`src/sv/ratu_pkg.sv`:
```
// ----------------------------------------------------------------------------
// ratu_pkg
// Shared types and constants for the rational arithmetic unit.
// ----------------------------------------------------------------------------
package ratu_pkg;

   localparam int DEF_OPERAND_WIDTH = 32;
   localparam int WIDE_W            = 64;
   localparam int DEN_W             = 63;
   localparam int SHIFT_W           = 7;
   localparam int DIV_CNT_W         = 6;

   localparam logic [WIDE_W-1:0] MAX_POS = {1'b0, {(WIDE_W-1){1'b1}}};

   typedef enum logic [1:0] {
      OP_ADD = 2'd0,
      OP_SUB = 2'd1,
      OP_MUL = 2'd2,
      OP_DIV = 2'd3
   } ratu_op_type;

   typedef enum logic [2:0] {
      ST_IDLE,
      ST_MUL,
      ST_SUM,
      ST_START,
      ST_REDUCE,
      ST_RESP
   } ratu_state_type;

   typedef enum logic [1:0] {
      RD_IDLE,
      RD_GCD,
      RD_DIV,
      RD_DONE
   } ratu_rd_state_type;

endpackage

```
`src/sv/ratu_reduce.sv`:
```
// ----------------------------------------------------------------------------
// ratu_reduce
// Reduces a fraction by its gcd: binary gcd one step a cycle, then a
// two-lane restoring divider (one quotient bit a cycle) for both terms.
// ----------------------------------------------------------------------------
module ratu_reduce
   import ratu_pkg::*;
(
   input  logic              clock,
   input  logic              reset,
   input  logic              start,
   input  logic [WIDE_W-1:0] num_mag,
   input  logic [WIDE_W-1:0] den_mag,
   output logic [WIDE_W-1:0] num_red,
   output logic [WIDE_W-1:0] den_red,
   output logic              done
);

   ratu_rd_state_type state_ff, state_in;

   logic [WIDE_W-1:0]    x_ff, x_in, y_ff, y_in;
   logic [SHIFT_W-1:0]   k_ff, k_in;
   logic [WIDE_W-1:0]    g_ff, g_in;
   logic [WIDE_W-1:0]    qn_ff, qn_in, qd_ff, qd_in;
   logic [WIDE_W-1:0]    rn_ff, rn_in, rd_ff, rd_in;
   logic [DIV_CNT_W-1:0] cnt_ff, cnt_in;
   logic [WIDE_W-1:0]    rn_try, rd_try;

   // next state
   always_comb begin
      state_in = state_ff;
      unique case (state_ff)
         RD_IDLE: if (start) state_in = RD_GCD;
         RD_GCD:  if (x_ff == '0) state_in = RD_DIV;
         RD_DIV:  if (cnt_ff == '1) state_in = RD_DONE;
         RD_DONE: state_in = RD_IDLE;
         default: state_in = RD_IDLE;
      endcase
   end

   // outputs
   always_comb begin
      done    = (state_ff == RD_DONE);
      num_red = qn_ff;
      den_red = qd_ff;
   end

   // shared datapath: gcd step or divide step
   always_comb begin
      x_in   = x_ff;
      y_in   = y_ff;
      k_in   = k_ff;
      g_in   = g_ff;
      qn_in  = qn_ff;
      qd_in  = qd_ff;
      rn_in  = rn_ff;
      rd_in  = rd_ff;
      cnt_in = cnt_ff;
      rn_try = {rn_ff[WIDE_W-2:0], qn_ff[WIDE_W-1]};
      rd_try = {rd_ff[WIDE_W-2:0], qd_ff[WIDE_W-1]};
      unique case (state_ff)
         RD_IDLE: begin
            x_in  = num_mag;
            y_in  = den_mag;
            k_in  = '0;
            qn_in = num_mag;
            qd_in = den_mag;
         end
         RD_GCD: begin
            rn_in  = '0;
            rd_in  = '0;
            cnt_in = '0;
            priority if (x_ff == '0) begin
               g_in = y_ff << k_ff;
            end else if (!x_ff[0] && !y_ff[0]) begin
               x_in = x_ff >> 1;
               y_in = y_ff >> 1;
               k_in = k_ff + 1'b1;
            end else if (!x_ff[0]) begin
               x_in = x_ff >> 1;
            end else if (!y_ff[0]) begin
               y_in = y_ff >> 1;
            end else if (x_ff >= y_ff) begin
               // difference of two odd values is even
               x_in = (x_ff - y_ff) >> 1;
            end else begin
               y_in = (y_ff - x_ff) >> 1;
            end
         end
         RD_DIV: begin
            cnt_in = cnt_ff + 1'b1;
            if (rn_try >= g_ff) begin
               rn_in = rn_try - g_ff;
               qn_in = {qn_ff[WIDE_W-2:0], 1'b1};
            end else begin
               rn_in = rn_try;
               qn_in = {qn_ff[WIDE_W-2:0], 1'b0};
            end
            if (rd_try >= g_ff) begin
               rd_in = rd_try - g_ff;
               qd_in = {qd_ff[WIDE_W-2:0], 1'b1};
            end else begin
               rd_in = rd_try;
               qd_in = {qd_ff[WIDE_W-2:0], 1'b0};
            end
         end
         default: ;
      endcase
   end

   always_ff @(posedge clock) begin
      if (reset) begin
         state_ff <= RD_IDLE;
      end else begin
         state_ff <= state_in;
      end
   end

   always_ff @(posedge clock) begin
      x_ff   <= x_in;
      y_ff   <= y_in;
      k_ff   <= k_in;
      g_ff   <= g_in;
      qn_ff  <= qn_in;
      qd_ff  <= qd_in;
      rn_ff  <= rn_in;
      rd_ff  <= rd_in;
      cnt_ff <= cnt_in;
   end

endmodule

```
`config.mk`:
```
export PLATFORM = sky130hd
export DESIGN_NAME = ratu_reduce
export DESIGN_NICKNAME = d
export VERILOG_FILES = /design/src/sv/ratu_pkg.sv /design/src/sv/ratu_reduce.sv
export SDC_FILE = /design/constraint.sdc
export NUM_CORES = 2
export LEC_CHECK = 0
export BUFFER_PORTS_ARGS = -buffer_cell sky130_fd_sc_hd__buf_2
export CAP_MARGIN = 20
export CORE_MARGIN = 1
export CORE_UTILIZATION = 45
export CTS_CLUSTER_SIZE = 40
export DETAILED_ROUTE_END_ITERATION = 8
export SYNTH_ARGS = -nofsm -noshare
export SYNTH_HDL_FRONTEND = slang
export SYNTH_SLANG_ARGS = --single-unit
```
`constraint.sdc`:
```
create_clock -name clock -period 7.9 [get_ports clock]
set_input_delay 1.58 -clock clock [delete_from_list [all_inputs] [get_ports clock]]
set_output_delay 1.58 -clock clock [all_outputs]
set_load 0.02 [all_outputs]
```
# Yosys cells after proc, flatten, opt, wreduce, memory -nomap -nowiden
# Cells that the tools add are included.
# op_classes
n_addsub	6
n_mul	0
div_mod_pow	0
n_lt_le_gt_ge	3
n_eq_ne	13
shifts	1
n_mux	28
n_bitwise	0
n_reduce_logical	15
# ops
op	count
$mux 64	10
$pmux 64 s2	4
$pmux 63 s2	2
$ge 64x64->1	3
$sub 64x64->64	2
$mux 63	2
$sub 63x63->63	2
$logic_not 64->1	1
$shl 64x7->64	1
$mux 7	2
$pmux 7 s2	1
$ne 4x4->1 const B	3
$pmux 6 s2	1
$ne 2x2->1 const B	5
$reduce_and 3->1	3
$pmux 2 s4	1
$reduce_and 4->1	2
$add 7x1->7 const B	1
$add 6x1->6 const B	1
$eq 6x6->1 const B	1
$mux 2	3
$reduce_bool 2->1	3
$eq 2x2->1 const B	2
$reduce_and 2->1	2
other kinds (6)	8
# word_totals
ff_bits	461
latch_bits	0
ramBits	0
romBits	0
in_bits	131
out_inout_bits	129
n_memories	0

# Depth between registers and ports, before layout
# logic_depth
ltp_word	7
mapped_depth	16
ltp_nobuf	14

# Least setup slack after synthesis
# No wires, ideal clock.
# synth_timing
path_type	reg2reg
from	reg x_ff[0]
to	reg y_ff[10] (enable)
setup_ns	0.432
arrival_time_ns	4.333
required_ns	7.468
slack_ns	3.135
stages_incl_launch_ff	15
synth_period_minus_slack_ns	4.765
cell_sequence	edfxtp_1 inv_1 ha_1 fa_1 nor2b_1 o21ai_1 a21boi_1 o2111a_1 nor3_2 a21oi_1 o311a_1 nor3_2 buf_4 buf_2 o31a_1
# synth_between
elab_chain_len	4
elab_cells_between_ends	8
# synth_lines
item	line	text
start, declared	ratu_reduce.sv:21	logic [WIDE_W-1:0] x_ff, x_in, y_ff, y_in;
start signal, assigned	ratu_reduce.sv:120	x_ff <= x_in;
parallel branches: the longest is 3 deep, another holds $ge 64x64->1	--	
$reduce_and 4->1 (no source line) (*)	--	
end signal, assigned	ratu_reduce.sv:121	y_ff <= y_in;
end, declared	ratu_reduce.sv:21	
# Mark *: on every way between the ends.
# A chain may end at the register's enable or synchronous reset.

# Worst setup path after layout
# layout_timing
from	reg x_ff[14]
to	reg x_ff[49] (data pin)
# layout_between
elab_chain_len	7
# layout_lines
item	line	text
$sub 64x64->64	ratu_reduce.sv:85	x_in = (x_ff - y_ff) >> 1;
$mux 64	ratu_reduce.sv:83	end else if (x_ff >= y_ff) begin
$mux 64	ratu_reduce.sv:81	end else if (!y_ff[0]) begin
$mux 64	ratu_reduce.sv:79	end else if (!x_ff[0]) begin
$mux 64	ratu_reduce.sv:75	end else if (!x_ff[0] && !y_ff[0]) begin
$mux 64	ratu_reduce.sv:73	priority if (x_ff == '0) begin
$pmux 64 s2	ratu_reduce.sv:61	unique case (state_ff)
via x_in[49]	ratu_reduce.sv:21	
# The timed path passes the listed nets, and every way through them passes these cells. The select of a mux whose other input is x is not followed.

==> reports/metrics.cfg <==
[status]
status=finished clean

[clock_tree]
numCtsBuffers=55
cts.clk_slew.worst_paths_ns=0.06
clock_sinks=461
cts_tree=built
cts_hold_buffers=0
h-tree-depth=2
cts_max_path_buffers=3
post_cts_resized=0
clk_latency_ns=0.65
cts_root_buffer=clkbuf_16
cts_setup_buffers=0

[placed_design]
gp_congestion=1.00
hpwl_mm=108
numPortBuffers=259

[grt]
grt_antenna_before_repair=0
gr-total-overflow=0
grt_max_degree=119
first_global_vias=33900
grt_pass1_wl_mm=210
grt_usage=0.305

[setup_path]
rrSetupSlack_ns=2.48
crit_fanout=21
arrival_ns=5.87
r2r-start=x_ff[14]
r2r-end=x_ff[49]
reg2reg_depth=14
end_kind=flip-flop
required_ns=8.36
crit_type=flip-flop to flip-flop
start_kind=flip-flop

[sta]
skew_ns=0.0305
rsz0062_at_grt=false
final.min_clock_period_ns=5.42
setup_viol=0
hold-worst-slack_ns=0.549
worstMarginPinSlew_ns=1.24
finalHoldViolCount=0
slew_viol_final=0
fmax_mhz=185
relSlewSlack=0.163
fin_crit_sh=0.686
finalSetupTns_ns=0

[floorplan]
core-area_mm2=0.0868
die_x_um=298
dieArea_mm2=0.0889
rows=108
io_pins=260
die_y_um=298
start_util=0.455

[logic_synthesis]
ys_ff_latch=461
ys_warn_count=0
synthTopCellsByArea=edfxtp_1, ha_1, a21oi_1
ys.flop_type=edfxtp_1
synth_area_leader_cell=edfxtp_1
netlist_area_mm2=0.0395
synth_nets=4909
post_synth.cell_area_avg_um2=8.74
synth_top_area_share=0.349
yosysMostFrequentCell=nor2_1
netlist_top_cells_count=nor2_1, a21oi_1, edfxtp_1
synthDistinctLibCells=91
yosysSeqAreaShare=0.350
synth_cells=4512
synth_edf_count=459
async_reset_ff_frac=0

[drt]
wl_mm=140
vias=35200
drtIter0Drc=3300
ant_nets=0
via_per_inst=6.09
wl_per_cell_um=24.2
drc=0
first_pass_iters=6

[layout]
nets=4980
drive_above_1_share=0.129
syn_to_final_growth_pct=9.81
seqCellArea_mm2=0.0138
multi_input_area_mm2=0.0234
n_antenna_cell=0
fillers=8500

[hold_path]
hold_start=num_red[56]
whs_endpoint=num_red[57]
hold_path_class=flip-flop to flip-flop
hold_path_depth=2

[flow_run]
cap_violations=0

flip-flops by register name, indices dropped and copies added, names as in the netlist:
| register | cells |
|---|---|
| y_ff | 64 |
| num_red | 64 |
| cnt_ff | 6 |
| state_ff | 2 |
| den_red | 64 |
| rn_ff | 63 |
| k_ff | 7 |
| g_ff | 64 |
| rd_ff | 63 |
| x_ff | 64 |
stage by stage:
stage                     utilization  worst slack, ns  cells  area [um2]
after floorplan                     -             3.14   4512       39500
after global placement          0.478             2.06   5679       41400
after detailed placement        0.478             2.71   5681       41400
after CTS                       0.499             2.68   5783       43300
after global routing            0.499             2.32   5783       43300
final                           0.499             2.48   5783       43300
worst max-delay path by stage:
stage	end	slack [ns]	from	cells after the start
after CTS	x_ff[61]	2.68	x_ff[14]	14
after global placement	rn_ff[41]	2.06	g_ff[14]	12
final	x_ff[49]	2.48	x_ff[14]	14
after detailed placement	x_ff[61]	2.71	x_ff[14]	14
after floorplan	y_ff[10]	3.14	x_ff[0]	14
after global routing	x_ff[40]	2.32	x_ff[14]	14
placed cells by master, fill, tap and decap left out, types with 18 or more instances in the layout:
cell type / count
nor2_1: 511
a21oi_1: 462
inv_1: 287
a31oi_1: 44
nor2b_1: 23
buf_2: 261
a221oi_1: 65
ha_1: 259
o22ai_1: 32
nor3_1: 64
o21bai_1: 82
xor2_1: 76
o31ai_1: 18
a21o_1: 128
buf_4: 37
nand2b_1: 28
mux2i_1: 97
xnor2_1: 156
mux2_2: 113
o221ai_1: 28
or3_1: 18
nand3_1: 72
nor4_1: 30
mux4_2: 45
nand4_1: 90
nand2_1: 436
clkbuf_16: 57
o21ai_0: 245
o21a_1: 38
a211oi_1: 62
a21boi_0: 18
edfxtp_1: 459
layout make-up:
class | instances | area share
Multi-Input combinational cell | 3472 | 0.541
Sequential cell | 461 | 0.319
Timing Repair Buffer | 300 | 0.0375
Clock buffer | 65 | 0.0336
Tap cell | 1155 | 0.0334
Inverter | 293 | 0.0254
Clock inverter | 37 | 0.00982
layer usage:
metal  global-route usage  up-vias  part of all wire  wire length, um
met3               0.0335      259             0.061             8560
li1                     -    16700                 -                -
met1                0.410    17000              0.43            60100
met5                    0        -                 0                0
met4                0.149        0             0.052             7280
met2                0.487     1300              0.46            63900
cell families after synthesis:
family	share of synthesized area
compound gates	0.220
xor+xnor	0.0515
fa+ha+maj	0.0851
buf+inv	0.0574
flops	0.350
mux	0.0825
simple gates	0.153
critical path: stages, from the launching register on:
cell and delay [ns]:
edfxtp_1 0.67, inv_1 0.09, ha_1 0.55, nand2_1 0.15, nor3_1 0.71, o2111a_1 0.33, nor3_2 0.10, a21oi_1 0.47
o311a_1 0.28, nor3_4 0.05, buf_4 0.25, nor3_4 0.16, buf_4 0.35, nand2_1 0.61, o22ai_1 0.41
Power is not shown: default switching activity piles up to over one toggle a cycle in this logic, so the estimate is an artifact.
